`src/rtl/rwps_pkg.sv`:
```
// Package for the Ricker-wavelet point source: shared types, constants and the
// exponential lookup tables. Depends on nothing.
`timescale 1ns / 1ps
`default_nettype none
package rwps_pkg;

  localparam int unsigned SQRT_STAGES = 32;
  localparam int unsigned DIV_STAGES  = 18;
  localparam logic [15:0] PPW_MIN     = 16'd256;
  localparam logic [19:0] PI2_Q16     = 20'd646814;
  localparam logic [19:0] ONE_Q15     = 20'd32768;

  // Register indexes of the configuration port.
  localparam logic [2:0] REG_SOURCE_X = 3'd0;
  localparam logic [2:0] REG_SOURCE_Y = 3'd1;
  localparam logic [2:0] REG_SOURCE_Z = 3'd2;
  localparam logic [2:0] REG_PPW      = 3'd3;
  localparam logic [2:0] REG_COURANT  = 3'd4;
  localparam logic [2:0] REG_TIME     = 3'd5;

  typedef struct packed {
    logic en;
    logic vld;
  } pipe_ctl_t;

  // exp(-k/16) in Q16, k = 0..16.
  function automatic logic [16:0] frac_exp(input logic [4:0] k);
    logic [16:0] v;
    case (k)
      5'd0:  v = 17'd65536;
      5'd1:  v = 17'd61565;
      5'd2:  v = 17'd57835;
      5'd3:  v = 17'd54331;
      5'd4:  v = 17'd51039;
      5'd5:  v = 17'd47947;
      5'd6:  v = 17'd45042;
      5'd7:  v = 17'd42313;
      5'd8:  v = 17'd39750;
      5'd9:  v = 17'd37341;
      5'd10: v = 17'd35079;
      5'd11: v = 17'd32954;
      5'd12: v = 17'd30957;
      5'd13: v = 17'd29081;
      5'd14: v = 17'd27319;
      5'd15: v = 17'd25664;
      5'd16: v = 17'd24109;
      default: v = 17'd0;
    endcase
    return v;
  endfunction

  // exp(-n) in Q30, n = 0..15.
  function automatic logic [30:0] int_exp(input logic [3:0] n);
    logic [30:0] v;
    case (n)
      4'd0:  v = 31'd1073741824;
      4'd1:  v = 31'd395007542;
      4'd2:  v = 31'd145315154;
      4'd3:  v = 31'd53458457;
      4'd4:  v = 31'd19666267;
      4'd5:  v = 31'd7234815;
      4'd6:  v = 31'd2661540;
      4'd7:  v = 31'd979126;
      4'd8:  v = 31'd360200;
      4'd9:  v = 31'd132510;
      4'd10: v = 31'd48748;
      4'd11: v = 31'd17933;
      4'd12: v = 31'd6597;
      4'd13: v = 31'd2427;
      4'd14: v = 31'd893;
      4'd15: v = 31'd328;
      default: v = 31'd0;
    endcase
    return v;
  endfunction

endpackage
`default_nettype wire

```
`src/rtl/rwps_sqrt.sv`:
```
// Pipelined floor square root of a 64-bit value, one result bit per stage.
// Depends on rwps_pkg.
`timescale 1ns / 1ps
`default_nettype none
module rwps_sqrt (
  input  wire logic               clk,
  input  wire logic               rst_n,
  input  wire rwps_pkg::pipe_ctl_t ctl,
  input  wire logic [63:0]        din,
  output logic                    vld_out,
  output logic [31:0]             root
);
  import rwps_pkg::*;

  logic [63:0] v_r   [0:SQRT_STAGES];
  logic [63:0] r_r   [0:SQRT_STAGES];
  logic        vld_r [0:SQRT_STAGES];

  always_comb begin
    v_r[0]   = din;
    r_r[0]   = 64'd0;
    vld_r[0] = ctl.vld;
  end

  for (genvar j = 0; j < SQRT_STAGES; j++) begin : g_stage
    localparam logic [63:0] BIT = 64'd1 << (62 - 2 * j);
    logic [64:0] trial;
    logic [63:0] v_nxt, r_nxt;

    always_comb begin
      trial = {1'b0, r_r[j]} + {1'b0, BIT};
      if ({1'b0, v_r[j]} >= trial) begin
        v_nxt = v_r[j] - trial[63:0];
        r_nxt = (r_r[j] >> 1) + BIT;
      end else begin
        v_nxt = v_r[j];
        r_nxt = r_r[j] >> 1;
      end
    end

    always_ff @(posedge clk) begin
      if (!rst_n) begin
        vld_r[j+1] <= 1'b0;
      end else if (ctl.en) begin
        vld_r[j+1] <= vld_r[j];
      end
      if (ctl.en) begin
        v_r[j+1] <= v_nxt;
        r_r[j+1] <= r_nxt;
      end
    end
  end

  assign vld_out = vld_r[SQRT_STAGES];
  assign root    = r_r[SQRT_STAGES][31:0];

endmodule
`default_nettype wire

```
`config.mk`:
```
export PLATFORM = sky130hd
export DESIGN_NAME = rwps_sqrt
export DESIGN_NICKNAME = d
export VERILOG_FILES = /design/src/rtl/rwps_pkg.sv /design/src/rtl/rwps_sqrt.sv
export SDC_FILE = /design/constraint.sdc
export NUM_CORES = 2
export LEC_CHECK = 0
export BUFFER_PORTS_ARGS = -buffer_cell sky130_fd_sc_hd__buf_2
export CAP_MARGIN = 20
export CORE_AREA = 4 4 446 448
export CTS_CLUSTER_DIAMETER = 60
export CTS_CLUSTER_SIZE = 24
export DETAILED_ROUTE_END_ITERATION = 7
export DIE_AREA = 0 0 450 452
export GPL_ROUTABILITY_DRIVEN = 0
export PLACE_DENSITY_LB_ADDON = 0.08
export SLEW_MARGIN = 10
export SYNTH_ARGS = -nofsm -noshare
export SYNTH_HDL_FRONTEND = slang
export SYNTH_SLANG_ARGS = --single-unit
```
`constraint.sdc`:
```
create_clock -name clk -period 10.28 [get_ports clk]
set_input_delay 0.514 -clock clk [delete_from_list [all_inputs] [get_ports clk]]
set_output_delay 0.514 -clock clk [all_outputs]
set_load 0.01 [all_outputs]
```
==> summary.md <==
| Metric | Value |
|---|---|
| Upper clock frequency limit | `0.207 GHz` |
| Worst Hold Depth | `3` |
| Synthesized cell area | `122000 um^2` |
| Largest net degree at the start of global routing | `around 220` |
| FF+latch area | `between 70000 and 80000 um^2` |
| Asr flop ratio synth | `0` |
| I/O pin total | `between 100 and 150` |
| FF-to-FF setup slack | `approximately 5.5 ns` |
| Vias in the first global route | `77800` |
| Sequential power share | `0.508` |
| Syn_nets | `10400` |
| Final setup TNS | `0 ns` |
| CP endpoint kind | `flop` |
| Pwr Density | `212 nW/um^2` |
| Worst path cell trace | `ha_1, nand4_1, nor4_1, nand2_1, a2bb2oi_1, and4_1, inv_2, nand4_1, or4b_1, xnor2_1` |
| Maximum fanout along the worst path | `slightly below 50` |
| Setup violators final | `0` |
| Comb pwr share | `0.229` |
| FP Rows | `162` |
| Maximum vdd drop | `around 0.00017 V` |
| Synth Instances | `just under 10000` |
| CP max-delay cell | `nor4_1` |
| CP bufs+invs | `1` |
| Most frequent cell after synthesis | `edfxtp_1` |
| Drt via density | `roughly 6.3` |
| Detailed Place HPWL | `around 240000 um` |
| Worst EP required | `around 11 ns` |
| R2R Path Start | `v_r[418]` |
| Synth top cells by count | `edfxtp_1, inv_1, nand2_1` |
| Psw | `around 9.0 mW` |
| RR Endpoint | `v_r[364]` |
| Layout cells sized above 1 | `0.0581` |
| Status | `finished clean` |
| Clock Skew | `slightly below 0.04 ns` |
| Post-synth EDFFs | `2512` |
| Sequential share of the synthesized area | `0.621` |
| Syn avg cell area | `about 12 um^2` |
| # fillers | `13700` |
| First-pass GRT wire length | `between 400000 and 500000 um` |
| Sw frac | `0.320` |
| WL/cell | `approximately 25 um` |
| Setup crit start kind | `flop` |
| Post-CTS setup buffers | `0` |
| Worst skew pair latency | `between 0.8 and 0.9 ns` |
| Crit path time final | `slightly below 5 ns` |
| Cell family with most CP delay | `simple AND/OR/NAND/NOR gates` |
| Worst hold start | `din[62]` |
| R2R depth | `10` |
| Internal | `around 19 mW` |
| Clk pwr share | `0.263` |
| Final period util | `0.469` |
| Non-Filler Instances | `about 13000` |
| Area grow syn2layout | `8.34%` |
| Placed cell area | `around 130000 um^2` |
| GRT Resource Usage Total | `0.304` |
| GRT Residual Overflow | `0` |
| Hold Fails Final Rpt | `0` |
| Vias | `~80000` |
| Synth cell types | `98` |
| Top-area cell type share of the netlist area | `0.616` |
| Die H | `about 450 um` |
| #FFs+latches synth | `between 2000 and 3000` |
| Post-layout net count | `around 11000` |
| CTS H-tree lvls | `4` |
| Starting density of the core | `0.629` |
| Relative slew slack | `0.184` |
| CTS tree | `built` |
| Design area | `~130000 um^2` |
| Clock Tree Root | `clkbuf_16` |
| CP arrival | `roughly 5.4 ns` |
| Crit path largest cell delay | `between 0.7 and 0.8 ns` |
| TritonRoute pass-1 iters | `7` |
| Die width | `450 um` |
| Port bufs | `100` |
| Worst-margin pin slew | `approximately 1.2 ns` |
| DRC viols | `0` |
| Synth warnings | `0` |
| Fin util | `0.682` |
| Sink Count | `between 2000 and 3000` |
| Pleak | `between 40 and 50 nW` |
| Unrepaired setup endpoints after global routing | `no` |
| Post-route ant nets | `0` |
| Top cells by area, synth | `edfxtp_1, ha_1, xnor2_1` |
| Die area | `between 200000 and 250000 um^2` |
| Synth area leader | `edfxtp_1` |
| Main synth FF type | `edfxtp_1` |
| CTS clk-pin slew, worst paths | `about 0.080 ns` |
| First-iteration detailed-routing DRC count | `slightly above 7000` |
| WHS | `around 0.10 ns` |
| Initial antenna violation count | `14` |
| Routed WL | `315000 um` |
| Slew Limit Fails | `0` |
| Placed Cells | `roughly 12000` |
| Area of the multi-input gates | `~43000 um^2` |
| Crit Path Category | `flop to flop` |
| CP most frequent cell | `nand4_1` |
| CTS Buffer Depth | `3` |
| CTS Buf Count | `around 170` |
| Max cap viols | `0` |
| WHS Endpoint | `v_r[2046]` |
| Hold Crit Class | `input pin to flop` |
| Placeable core area | `between 150000 and 200000 um^2` |
-- cell usage in the layout, fill, tap and decap left out, types with 55 or more instances in the layout --
| cell type | instances |
|---|---|
| a21o_1 | 226 |
| a21oi_1 | 554 |
| and3_1 | 55 |
| buf_2 | 100 |
| clkbuf_16 | 177 |
| dlygate4sd3_1 | 64 |
| edfxtp_1 | 2512 |
| ha_1 | 558 |
| inv_1 | 707 |
| nand2_1 | 668 |
| nand2b_1 | 109 |
| nand3_1 | 169 |
| nand4_1 | 158 |
| nor2_1 | 543 |
| nor2b_1 | 104 |
| nor3_1 | 280 |
| nor4_1 | 353 |
| nor4b_1 | 56 |
| o21a_1 | 116 |
| o21ai_0 | 450 |
| o31ai_1 | 64 |
| or3_1 | 98 |
| or4_1 | 94 |
| xnor2_1 | 447 |
| xor2_1 | 400 |
-- worst min-delay path: cells and delay by family --
kind / cells / cell delay [ns]
XOR/XNOR: 1 / 0.16
buffers and inverters: 2 / 0.18
-- registers in the layout, summed over array words and instances, names as in the netlist --
signal   count
vld_r       31
v_r       1984
root        32
r_r        496
vld_out      1
-- cell families after synthesis --
logic type | count (synthesis) | synth area share
AND/OR/NAND/NOR | 2923 | 0.126
flip-flops | 2544 | 0.621
AO/OA/AOI/OAI | 1886 | 0.0963
buffers and inverters | 925 | 0.0288
XOR/XNOR | 847 | 0.0606
adder cells (fa/ha/maj) | 558 | 0.0570
multiplexers | 117 | 0.0102
-- stage by stage --
stage,power (mW),setup slack (ns)
2_1_floorplan,18.4,6.84
5_1_grt,29.4,5.12
3_3_place_gp,20.6,5.64
6_report,28.2,5.46
3_5_place_dp,20.8,5.59
4_1_cts,28.2,5.56
-- metal layers --
metal	vias to the layer above	GRT usage	wire (um)
li1	37200	-	-
met1	39100	0.334	111000
met2	3001	0.545	162000
met3	911	0.0384	15300
met4	6	0.217	26600
met5	-	0	41
-- how the worst max path moves through the flow --
stage	to	from	cells past startpoint	slack, ns
after floorplan	v_r[466]	v_r[562]	8	6.84
after global placement	v_r[364]	v_r[418]	10	5.64
after detailed placement	v_r[364]	v_r[418]	10	5.59
after CTS	v_r[364]	v_r[418]	10	5.56
after global routing	v_r[364]	v_r[419]	10	5.12
final	v_r[364]	v_r[418]	10	5.46
-- power groups by stage --
stage | Combinational (mW) | Clock, mW | Sequential [mW]
floorplan | 4.57 | 0 | 13.8
global placement | 6.16 | 0 | 14.5
detailed placement | 6.30 | 0 | 14.5
CTS | 6.37 | 7.53 | 14.3
global route | 7.06 | 7.97 | 14.4
finish | 6.46 | 7.40 | 14.3
-- what timing repair did --
action                                 4_1_cts  5_1_grt
hold buffers                                64        0
endpoints found under the hold margin       64        0
resized for setup                            0        0
-- layout make-up --
type	count	area share
sequential	2544	0.574
multi-input combinational	6331	0.324
clock buffer	184	0.0336
tap	2542	0.0240
inverter	716	0.0203
timing repair buffer	215	0.0126
clock inverter	127	0.0118
antenna	12	0.000226
Note: power is estimated with default switching activity, not from simulation.
